**src/rtl/core/lsmc_pkg.sv**
```systemverilog
// Shared constants, register indexes and saturating arithmetic for the sliding mode controller.
`default_nettype none

package lsmc_pkg;

    localparam int DATA_WIDTH     = 32;
    localparam int FRAC_BITS      = 16;
    localparam int CFG_WIDTH      = 31;
    localparam int CFG_ADDR_WIDTH = 3;
    localparam int PROD_WIDTH     = CFG_WIDTH + DATA_WIDTH;
    localparam int DIV_CNT_WIDTH  = $clog2(FRAC_BITS);

    localparam logic signed [DATA_WIDTH-1:0] DATA_MAX = {1'b0, {(DATA_WIDTH-1){1'b1}}};
    localparam logic signed [DATA_WIDTH-1:0] DATA_MIN = {1'b1, {(DATA_WIDTH-1){1'b0}}};
    localparam logic signed [DATA_WIDTH-1:0] SAT_ONE =
        DATA_WIDTH'(64'd1 << FRAC_BITS);
    localparam logic signed [DATA_WIDTH-1:0] SAT_MINUS_ONE = -SAT_ONE;

    // Register indexes on the configuration port
    localparam logic [CFG_ADDR_WIDTH-1:0] REG_SURFACE_SLOPE  = 3'd0;
    localparam logic [CFG_ADDR_WIDTH-1:0] REG_SWITCHING_GAIN = 3'd1;
    localparam logic [CFG_ADDR_WIDTH-1:0] REG_ERROR_DEADBAND = 3'd2;
    localparam logic [CFG_ADDR_WIDTH-1:0] REG_DRIVE_LIMIT    = 3'd3;
    localparam logic [CFG_ADDR_WIDTH-1:0] REG_INERTIA        = 3'd4;
    localparam logic [CFG_ADDR_WIDTH-1:0] REG_REACHING_GAIN  = 3'd5;
    localparam logic [CFG_ADDR_WIDTH-1:0] REG_BOUNDARY_WIDTH = 3'd6;

    // Reset values of the registers
    localparam logic [CFG_WIDTH-1:0] RST_SURFACE_SLOPE  = 31'd1310720;
    localparam logic [CFG_WIDTH-1:0] RST_SWITCHING_GAIN = 31'd7864320;
    localparam logic [CFG_WIDTH-1:0] RST_ERROR_DEADBAND = 31'd66;
    localparam logic [CFG_WIDTH-1:0] RST_DRIVE_LIMIT    = 31'd458752;
    localparam logic [CFG_WIDTH-1:0] RST_INERTIA        = 31'd65536;
    localparam logic [CFG_WIDTH-1:0] RST_REACHING_GAIN  = 31'd32768;
    localparam logic [CFG_WIDTH-1:0] RST_BOUNDARY_WIDTH = 31'd65536;

    // Add or subtract, saturated to the data width
    function automatic logic signed [DATA_WIDTH-1:0] sat_addsub(
        input logic signed [DATA_WIDTH-1:0] a,
        input logic signed [DATA_WIDTH-1:0] b,
        input logic                         sub
    );
        logic signed [DATA_WIDTH:0] ea;
        logic signed [DATA_WIDTH:0] eb;
        logic signed [DATA_WIDTH:0] sum;
        ea  = {a[DATA_WIDTH-1], a};
        eb  = {b[DATA_WIDTH-1], b};
        sum = sub ? (ea - eb) : (ea + eb);
        if (sum[DATA_WIDTH] != sum[DATA_WIDTH-1])
            return sum[DATA_WIDTH] ? DATA_MIN : DATA_MAX;
        return sum[DATA_WIDTH-1:0];
    endfunction

    // Magnitude of a signed value, as unsigned (the most negative value maps to 2^(W-1))
    function automatic logic [DATA_WIDTH-1:0] magnitude(input logic signed [DATA_WIDTH-1:0] a);
        return a[DATA_WIDTH-1] ? (~a + 1'b1) : a;
    endfunction

    // Scale a magnitude product down by the fraction bits, apply the sign and saturate
    function automatic logic signed [DATA_WIDTH-1:0] qmul_finish(
        input logic [PROD_WIDTH-1:0] prod,
        input logic                  neg
    );
        logic                  big;
        logic [DATA_WIDTH-1:0] r;
        big = |prod[PROD_WIDTH-1:FRAC_BITS+DATA_WIDTH-1];
        r   = {1'b0, prod[FRAC_BITS+DATA_WIDTH-2:FRAC_BITS]};
        if (big)
            return neg ? DATA_MIN : DATA_MAX;
        return neg ? -r : r;
    endfunction

endpackage

`default_nettype wire

```
**src/rtl/core/linear_sliding_mode_controller.sv**
```systemverilog
// Sliding mode controller with boundary layer: sequencer around one shared adder and multiplier.
//
// Usage: each control tick send one item on the s_axis channel (angular rate, angle and
// target angle, signed Q16.16) and take one item, the drive, on the m_axis channel.
// Gains and limits are set on the cfg port (cfg_we, cfg_addr, cfg_wdata) while the block
// is idle; a write to an unknown index is dropped.
// One item is worked on at a time: s_axis_tready is high only while the sequencer is idle.
// The work runs through one saturating adder, one 31x32 multiplier with a registered
// product and a one-bit-per-cycle divider for the boundary layer ratio.
// Path from the accepting edge to the drive being valid on m_axis:
//   straight to the clamp step when the angle error lies inside the deadband,
//   the chain without the divider when the surface is zero or outside the boundary layer,
//   the chain plus the divider inside the boundary layer (16 divider steps).
// A new item is taken on the cycle after the drive is loaded into the output register.
// The output register holds the drive while the receiver stalls; the next item is still
// accepted and the sequencer waits only if its own drive is ready before the last one left.
// Reset clears the target history and loads the register defaults; no item is pending.
`default_nettype none

module linear_sliding_mode_controller
    import lsmc_pkg::*;
(
    input  wire                          clk,
    input  wire                          rst_n,
    // Input items
    input  wire                          s_axis_tvalid,
    output logic                         s_axis_tready,
    input  wire  [3*DATA_WIDTH-1:0]      s_axis_tdata,  // angular_rate, angle, target_angle
    // Result items
    output logic                         m_axis_tvalid,
    input  wire                          m_axis_tready,
    output logic [DATA_WIDTH-1:0]        m_axis_tdata,  // drive
    // Configuration writes
    input  wire                          cfg_we,
    input  wire  [CFG_ADDR_WIDTH-1:0]    cfg_addr,
    input  wire  [CFG_WIDTH-1:0]         cfg_wdata
);

    typedef enum logic [4:0] {
        ST_IDLE,
        ST_STEP,
        ST_DSTEP,
        ST_ERR,
        ST_DEAD,
        ST_MUL_CE,
        ST_FIN_CE,
        ST_S_ADD,
        ST_S_SUB,
        ST_V,
        ST_MUL_CV,
        ST_FIN_CV,
        ST_T_CV,
        ST_SAT,
        ST_DIV,
        ST_MUL_EPS,
        ST_FIN_EPS,
        ST_T_EPS,
        ST_MUL_K,
        ST_FIN_K,
        ST_T_K,
        ST_MUL_J,
        ST_FIN_J,
        ST_CLAMP
    } state_t;

    // Configuration registers
    logic [CFG_WIDTH-1:0] slope_reg;
    logic [CFG_WIDTH-1:0] kgain_reg;
    logic [CFG_WIDTH-1:0] deadband_reg;
    logic [CFG_WIDTH-1:0] limit_reg;
    logic [CFG_WIDTH-1:0] inertia_reg;
    logic [CFG_WIDTH-1:0] eps_reg;
    logic [CFG_WIDTH-1:0] phi_reg;

    // Sequencer state and working registers
    state_t                         state_reg, state_next;
    logic signed [DATA_WIDTH-1:0]   rate_reg, rate_next;
    logic signed [DATA_WIDTH-1:0]   ang_reg, ang_next;
    logic signed [DATA_WIDTH-1:0]   tgt_reg, tgt_next;
    logic signed [DATA_WIDTH-1:0]   prev_tgt_reg, prev_tgt_next;
    logic signed [DATA_WIDTH-1:0]   prev_step_reg, prev_step_next;
    logic signed [DATA_WIDTH-1:0]   step_reg, step_next;
    logic signed [DATA_WIDTH-1:0]   dstep_reg, dstep_next;
    logic signed [DATA_WIDTH-1:0]   err_reg, err_next;
    logic signed [DATA_WIDTH-1:0]   s_reg, s_next;
    logic signed [DATA_WIDTH-1:0]   v_reg, v_next;
    logic signed [DATA_WIDTH-1:0]   t_reg, t_next;
    logic signed [DATA_WIDTH-1:0]   q_reg, q_next;
    logic signed [DATA_WIDTH-1:0]   sat_reg, sat_next;
    logic [PROD_WIDTH-1:0]          prod_reg, prod_next;
    logic                           neg_reg, neg_next;
    logic [CFG_WIDTH-1:0]           rem_reg, rem_next;
    logic [FRAC_BITS-1:0]           quo_reg, quo_next;
    logic [DIV_CNT_WIDTH-1:0]       cnt_reg, cnt_next;
    logic signed [DATA_WIDTH-1:0]   drive_reg, drive_next;
    logic                           out_valid_reg, out_valid_next;

    // Shared units
    logic signed [DATA_WIDTH-1:0]   add_a, add_b, add_res;
    logic                           add_sub;
    logic [CFG_WIDTH-1:0]           mul_a;
    logic signed [DATA_WIDTH-1:0]   mul_b;
    logic [DATA_WIDTH-1:0]          mul_mag;
    logic [PROD_WIDTH-1:0]          mul_prod;
    logic signed [DATA_WIDTH-1:0]   mul_fin;

    // Divider step and compares
    logic [CFG_WIDTH:0]             rem_dbl;
    logic [CFG_WIDTH:0]             rem_diff;
    logic                           rem_ge;
    logic [FRAC_BITS-1:0]           quo_shift;
    logic signed [DATA_WIDTH-1:0]   quo_ext;
    logic signed [DATA_WIDTH-1:0]   phi_s;
    logic signed [DATA_WIDTH-1:0]   limit_s;
    logic [DATA_WIDTH-1:0]          err_mag;
    logic [DATA_WIDTH-1:0]          s_mag;

    assign add_res  = sat_addsub(add_a, add_b, add_sub);
    assign mul_mag  = magnitude(mul_b);
    assign mul_prod = PROD_WIDTH'(mul_a) * PROD_WIDTH'(mul_mag);
    assign mul_fin  = qmul_finish(prod_reg, neg_reg);

    assign rem_dbl   = {rem_reg, 1'b0};
    assign rem_ge    = rem_dbl >= {1'b0, phi_reg};
    assign rem_diff  = rem_dbl - {1'b0, phi_reg};
    assign quo_shift = {quo_reg[FRAC_BITS-2:0], rem_ge};
    assign quo_ext   = DATA_WIDTH'(quo_shift);

    assign phi_s   = {1'b0, phi_reg};
    assign limit_s = {1'b0, limit_reg};
    assign err_mag = magnitude(err_reg);
    assign s_mag   = magnitude(s_reg);

    assign s_axis_tready = (state_reg == ST_IDLE);
    assign m_axis_tvalid = out_valid_reg;
    assign m_axis_tdata  = drive_reg;

    // Configuration writes
    always_ff @(posedge clk or negedge rst_n)
    begin
        if (!rst_n)
        begin
            slope_reg    <= RST_SURFACE_SLOPE;
            kgain_reg    <= RST_SWITCHING_GAIN;
            deadband_reg <= RST_ERROR_DEADBAND;
            limit_reg    <= RST_DRIVE_LIMIT;
            inertia_reg  <= RST_INERTIA;
            eps_reg      <= RST_REACHING_GAIN;
            phi_reg      <= RST_BOUNDARY_WIDTH;
        end
        else if (cfg_we)
        begin
            case (cfg_addr)
                REG_SURFACE_SLOPE:  slope_reg    <= cfg_wdata;
                REG_SWITCHING_GAIN: kgain_reg    <= cfg_wdata;
                REG_ERROR_DEADBAND: deadband_reg <= cfg_wdata;
                REG_DRIVE_LIMIT:    limit_reg    <= cfg_wdata;
                REG_INERTIA:        inertia_reg  <= cfg_wdata;
                REG_REACHING_GAIN:  eps_reg      <= cfg_wdata;
                REG_BOUNDARY_WIDTH: phi_reg      <= cfg_wdata;
                default: ;
            endcase
        end
    end

    // Sequencer: at most one adder operation or one multiplier step per cycle
    always_comb
    begin
        state_next     = state_reg;
        rate_next      = rate_reg;
        ang_next       = ang_reg;
        tgt_next       = tgt_reg;
        prev_tgt_next  = prev_tgt_reg;
        prev_step_next = prev_step_reg;
        step_next      = step_reg;
        dstep_next     = dstep_reg;
        err_next       = err_reg;
        s_next         = s_reg;
        v_next         = v_reg;
        t_next         = t_reg;
        q_next         = q_reg;
        sat_next       = sat_reg;
        prod_next      = prod_reg;
        neg_next       = neg_reg;
        rem_next       = rem_reg;
        quo_next       = quo_reg;
        cnt_next       = cnt_reg;
        drive_next     = drive_reg;
        out_valid_next = out_valid_reg && !m_axis_tready;

        add_a   = tgt_reg;
        add_b   = prev_tgt_reg;
        add_sub = 1'b1;
        mul_a   = slope_reg;
        mul_b   = err_reg;

        case (state_reg)
            ST_IDLE:
            begin
                if (s_axis_tvalid)
                begin
                    rate_next  = s_axis_tdata[DATA_WIDTH-1:0];
                    ang_next   = s_axis_tdata[2*DATA_WIDTH-1:DATA_WIDTH];
                    tgt_next   = s_axis_tdata[3*DATA_WIDTH-1:2*DATA_WIDTH];
                    state_next = ST_STEP;
                end
            end
            ST_STEP:
            begin
                step_next  = add_res;
                state_next = ST_DSTEP;
            end
            ST_DSTEP:
            begin
                add_a          = step_reg;
                add_b          = prev_step_reg;
                dstep_next     = add_res;
                prev_tgt_next  = tgt_reg;
                prev_step_next = step_reg;
                state_next     = ST_ERR;
            end
            ST_ERR:
            begin
                add_a      = ang_reg;
                add_b      = tgt_reg;
                err_next   = add_res;
                state_next = ST_DEAD;
            end
            ST_DEAD:
            begin
                if (err_mag < {1'b0, deadband_reg})
                begin
                    t_next     = '0;
                    state_next = ST_CLAMP;
                end
                else
                    state_next = ST_MUL_CE;
            end
            ST_MUL_CE:
            begin
                prod_next  = mul_prod;
                neg_next   = mul_b[DATA_WIDTH-1];
                state_next = ST_FIN_CE;
            end
            ST_FIN_CE:
            begin
                q_next     = mul_fin;
                state_next = ST_S_ADD;
            end
            ST_S_ADD:
            begin
                add_a      = q_reg;
                add_b      = rate_reg;
                add_sub    = 1'b0;
                s_next     = add_res;
                state_next = ST_S_SUB;
            end
            ST_S_SUB:
            begin
                add_a      = s_reg;
                add_b      = step_reg;
                s_next     = add_res;
                state_next = ST_V;
            end
            ST_V:
            begin
                add_a      = rate_reg;
                add_b      = step_reg;
                v_next     = add_res;
                state_next = ST_MUL_CV;
            end
            ST_MUL_CV:
            begin
                mul_b      = v_reg;
                prod_next  = mul_prod;
                neg_next   = mul_b[DATA_WIDTH-1];
                state_next = ST_FIN_CV;
            end
            ST_FIN_CV:
            begin
                q_next     = mul_fin;
                state_next = ST_T_CV;
            end
            ST_T_CV:
            begin
                add_a      = dstep_reg;
                add_b      = q_reg;
                t_next     = add_res;
                state_next = ST_SAT;
            end
            ST_SAT:
            begin
                // Zero surface, outside the layer, or start the ratio |s|/phi
                if (s_reg == '0)
                begin
                    sat_next   = '0;
                    state_next = ST_MUL_EPS;
                end
                else if (s_reg >= phi_s)
                begin
                    sat_next   = SAT_ONE;
                    state_next = ST_MUL_EPS;
                end
                else if (s_reg <= -phi_s)
                begin
                    sat_next   = SAT_MINUS_ONE;
                    state_next = ST_MUL_EPS;
                end
                else
                begin
                    rem_next   = s_mag[CFG_WIDTH-1:0];
                    quo_next   = '0;
                    cnt_next   = '0;
                    state_next = ST_DIV;
                end
            end
            ST_DIV:
            begin
                rem_next = rem_ge ? rem_diff[CFG_WIDTH-1:0] : rem_dbl[CFG_WIDTH-1:0];
                quo_next = quo_shift;
                cnt_next = cnt_reg + 1'b1;
                if (cnt_reg == DIV_CNT_WIDTH'(FRAC_BITS - 1))
                begin
                    sat_next   = s_reg[DATA_WIDTH-1] ? -quo_ext : quo_ext;
                    state_next = ST_MUL_EPS;
                end
            end
            ST_MUL_EPS:
            begin
                mul_a      = eps_reg;
                mul_b      = sat_reg;
                prod_next  = mul_prod;
                neg_next   = mul_b[DATA_WIDTH-1];
                state_next = ST_FIN_EPS;
            end
            ST_FIN_EPS:
            begin
                q_next     = mul_fin;
                state_next = ST_T_EPS;
            end
            ST_T_EPS:
            begin
                add_a      = t_reg;
                add_b      = q_reg;
                t_next     = add_res;
                state_next = ST_MUL_K;
            end
            ST_MUL_K:
            begin
                mul_a      = kgain_reg;
                mul_b      = s_reg;
                prod_next  = mul_prod;
                neg_next   = mul_b[DATA_WIDTH-1];
                state_next = ST_FIN_K;
            end
            ST_FIN_K:
            begin
                q_next     = mul_fin;
                state_next = ST_T_K;
            end
            ST_T_K:
            begin
                add_a      = t_reg;
                add_b      = q_reg;
                t_next     = add_res;
                state_next = ST_MUL_J;
            end
            ST_MUL_J:
            begin
                mul_a      = inertia_reg;
                mul_b      = t_reg;
                prod_next  = mul_prod;
                neg_next   = mul_b[DATA_WIDTH-1];
                state_next = ST_FIN_J;
            end
            ST_FIN_J:
            begin
                t_next     = mul_fin;
                state_next = ST_CLAMP;
            end
            ST_CLAMP:
            begin
                // Hold here while the previous drive still waits on the receiver
                if (!out_valid_reg || m_axis_tready)
                begin
                    if (t_reg > limit_s)
                        drive_next = limit_s;
                    else if (t_reg < -limit_s)
                        drive_next = -limit_s;
                    else
                        drive_next = t_reg;
                    out_valid_next = 1'b1;
                    state_next     = ST_IDLE;
                end
            end
            default:
                state_next = ST_IDLE;
        endcase
    end

    always_ff @(posedge clk or negedge rst_n)
    begin
        if (!rst_n)
        begin
            state_reg     <= ST_IDLE;
            prev_tgt_reg  <= '0;
            prev_step_reg <= '0;
            out_valid_reg <= 1'b0;
            drive_reg     <= '0;
        end
        else
        begin
            state_reg     <= state_next;
            prev_tgt_reg  <= prev_tgt_next;
            prev_step_reg <= prev_step_next;
            out_valid_reg <= out_valid_next;
            drive_reg     <= drive_next;
        end
    end

    always_ff @(posedge clk)
    begin
        rate_reg  <= rate_next;
        ang_reg   <= ang_next;
        tgt_reg   <= tgt_next;
        step_reg  <= step_next;
        dstep_reg <= dstep_next;
        err_reg   <= err_next;
        s_reg     <= s_next;
        v_reg     <= v_next;
        t_reg     <= t_next;
        q_reg     <= q_next;
        sat_reg   <= sat_next;
        prod_reg  <= prod_next;
        neg_reg   <= neg_next;
        rem_reg   <= rem_next;
        quo_reg   <= quo_next;
        cnt_reg   <= cnt_next;
    end

    // A waiting drive never leaves the symmetric limit
    assert property (@(posedge clk) disable iff (!rst_n)
        out_valid_reg |-> (drive_reg <= limit_s) && (drive_reg >= -limit_s))
        else $error("drive outside limit");

    // The boundary layer term is within plus or minus one before it is scaled
    assert property (@(posedge clk) disable iff (!rst_n)
        (state_reg == ST_MUL_EPS) |-> (sat_reg <= SAT_ONE) && (sat_reg >= SAT_MINUS_ONE))
        else $error("saturation term out of range");

    // An accepted item closes the input until its drive is formed
    assert property (@(posedge clk) disable iff (!rst_n)
        (s_axis_tvalid && s_axis_tready) |=> !s_axis_tready)
        else $error("input reopened during work");

    // A new drive only appears from the clamp step
    assert property (@(posedge clk) disable iff (!rst_n)
        $rose(out_valid_reg) |-> ($past(state_reg) == ST_CLAMP))
        else $error("drive valid without clamp step");

endmodule

`default_nettype wire
```
**config.mk**
```make
export PLATFORM = sky130hd
export DESIGN_NAME = linear_sliding_mode_controller
export DESIGN_NICKNAME = d
export VERILOG_FILES = /design/src/rtl/core/lsmc_pkg.sv /design/src/rtl/core/linear_sliding_mode_controller.sv
export SDC_FILE = /design/constraint.sdc
export NUM_CORES = 2
export LEC_CHECK = 0
export BUFFER_PORTS_ARGS = -buffer_cell sky130_fd_sc_hd__buf_2
export CAP_MARGIN = 20
export CORE_MARGIN = 2
export CORE_UTILIZATION = 35
export CTS_CLUSTER_SIZE = 28
export DETAILED_ROUTE_END_ITERATION = 6
export PLACE_DENSITY = 0.47
export SYNTH_ARGS = -nofsm -noshare
export SYNTH_HDL_FRONTEND = slang
export SYNTH_SLANG_ARGS = --single-unit
```
**constraint.sdc**
```tcl
create_clock -name clk -period 14.87 [get_ports clk]
set_input_delay 2.2305 -clock clk [delete_from_list [all_inputs] [get_ports clk]]
set_output_delay 2.2305 -clock clk [all_outputs]
set_load 0.1 [all_outputs]
```
==> impl_metrics.csv <==
group,metric,value,unit
worst_setup_path,crit_slowest_cell,"dfrtp_1",
cells_and_area,area_growth,10.5,%
yosys,async_reset_ff_share,41.5,%
drt,routed_wl,286000,um
floorplan,pin_count,169,
floorplan,die_w,467,um
worst_setup_path,crit_arrival,13690,ps
sta,finalHoldViolations,0,
yosys,synth_edf_count,450,
drt,first_pass_iters,7,
sta,max_freq,75.6,MHz
yosys,ys_seq_area_share,28.6,%
worst_setup_path,critPathMaxStageDelay,1080,ps
clock_network,path_clk_slew,70,ps
clock_network,insertion_delay,760,ps
hold_path,min_path_type,"reg -> reg",
clock_network,clk_path_buf_depth,3,
drt,wl_per_cell,26.9,um
sta,max_slew_margin,18.2,%
floorplan,fp.dieH,467,um
yosys,post-synth-top-count-cell,"nand2_1",
global_route,overflow,0,
placed_design,gp_congestion,0.921,
yosys,synth.cell_area,75200,um2
yosys,ys_ff_latch,769,
worst_setup_path,crit_path_start_kind,"flip-flop",
clock_network,cts_made_buffers,91,
worst_setup_path,worstPathMaxFanout,41,
cells_and_area,largest_reg_flops,47,
placed_design,hpwl,219000,um
global_route,grt_usage,26.2,%
drt,vias,59659,
floorplan,core,214000,um2
floorplan,dieArea,219000,um2
floorplan,start_util,35.1,%
run_status,status,"complete, but fails checks",
drt,drc,3,
floorplan,rows,170,
clock_network,post_cts_buffers,0,
sta,rsz0062_at_grt,"no",
cells_and_area,fillCellCount,21305,
cells_and_area,seq_area,21500,um2
yosys,synthTopCellsByCount,"966 x nand2_1, 957 x inv_1, 867 x fa_1",
cells_and_area,drive_above_1_share,11.1,%
sta,drv_slew,0,
sta,final.setup_skew,69.2,ps
global_route,grt_pass1_vias,60901,
yosys,ys.flop_type,"edfxtp_1",
worst_setup_path,cp_common_cell,"fa_1",
clock_network,clock-root-buffer,"clkbuf_16",
clock_network,cts_resized,0,
worst_setup_path,path_class,"reg -> reg",
sta,timing.final.crit_period,13220,ps
clock_network,cts_tree,"yes",
hold_path,min_path_cells,2,
flow_run,max-cap-violations,0,
clock_network,hold_buffers,0,
sta,finalSetupViolations,0,
worst_setup_path,critPathCaptureType,"flip-flop",
sta,worst_pin_slew,1220,ps
global_route,grt_max_degree,148,
yosys,synthCells,7665,
yosys,synth_top_area_share,23.1,%
global_route,grt_pass1_wl,421000,um
sta,fin_crit_sh,88.9,%
worst_setup_path,reg2reg_depth,38,
yosys,syn_area_per_cell,9.81,um2
drt,drt_iter0_markers,6227,
clock_network,clock_sinks,769,
placed_design,numPortBuffers,168,
cells_and_area,nets,9198,
yosys,synth_cell_type_count,103,
yosys,synth.area.top_cells,"fa_1 23%, edfxtp_1 18%, dfrtp_1 10%, ha_1 8.0%, nand2_1 4.8%",
worst_setup_path,critPathRequiredTime,15340,ps
global_route,antenna_found_initial,30,
yosys,syn_nets,9147,
cells_and_area,multi_input_area,49000,um2
sta,final.setup.tns,0,ps
clock_network,cts-htree-levels,3,
yosys,yosysTopAreaCell,"fa_1",
yosys,yosysWarnings,0,
drt,ant_nets,0,
drt,avgViaCountPerCell,5.61,
run_status,violations,"design-rule violations",
layout make-up:
type / instances / area share (%)
multi-input combinational: 5545 / 59.0
sequential: 769 / 25.9
inverter: 962 / 4.35
tap: 2838 / 4.28
clock buffer: 124 / 3.09
timing repair buffer: 347 / 2.68
clock inverter: 47 / 0.666
antenna: 3 / 0.00904
layer usage:
metal / track usage, % / wire length (um) / share of wire, %
met2: 40.2 / 126000 / 44
met1: 37.6 / 128000 / 45
met4: 8.18 / 9600 / 3.4
met3: 4.65 / 23000 / 8.1
met5: 0 / 36 / 0.013
critical path: cells and delay by family, from the launching register on:
kind,cells,cell delay (ps)
DFF,1,1080
adders and majority gates,10,4900
and+or+nand+nor,7,1780
muxes,1,480
buffers and inverters,6,1040
AOI/OAI and AO/OA,12,3360
xor gates and xnor gates,2,300
placed cells by master (no fill, tap or decap), drive strengths merged, types with 193 or more instances in the layout:
| master | n |
|---|---|
| nand2 | 967 |
| inv | 964 |
| fa | 867 |
| nor2 | 770 |
| ha | 480 |
| edfxtp | 450 |
| buf | 347 |
| dfrtp | 305 |
| mux2 | 250 |
| a21oi | 234 |
| o21ai | 232 |
| xnor2 | 193 |
kinds of logic (layout without fill, tap and decap cells):
family / Yosys count / count (layout) / synth area share [%]
simple gates: 2347 / 2347 / 13.7
mux: 301 / 301 / 4.43
buf+inv: 1351 / 1480 / 6.93
compound gates: 1217 / 1217 / 11.3
flops: 769 / 769 / 28.6
fa+ha+maj: 1363 / 1363 / 31.3
other cells: 0 / 3 / 0
xor+xnor: 317 / 317 / 3.70
final timing paths:
check | from | to | slack [ps]
max in group asynchronous | rst_n | inertia_reg[28] | 11240
min | prev_step_reg[12] | prev_step_reg[12] | 470
min reg2reg | prev_step_reg[12] | prev_step_reg[12] | 470
max reg2reg | state_reg[4] | prod_reg[58] | 1650
max | state_reg[4] | prod_reg[58] | 1650
min in group asynchronous | rst_n | prev_step_reg[9] | 1560
metrics by stage:
step	hold WS, ps	std cells	setup WS (ps)	instance area [um2]	utilization, %
final	475	10635	1650	83100	38.8
after global routing	502	10632	883	83000	38.8
after CTS	477	10631	1840	83000	38.8
after detailed placement	463	10460	1870	79900	37.3
after global placement	454	10458	2080	79900	37.3
after floorplan	437	7665	4040	75200	-
Power is left out: the tool's default activity adds up to more than one toggle a clock period on the data nets, which glitch-free logic cannot reach.
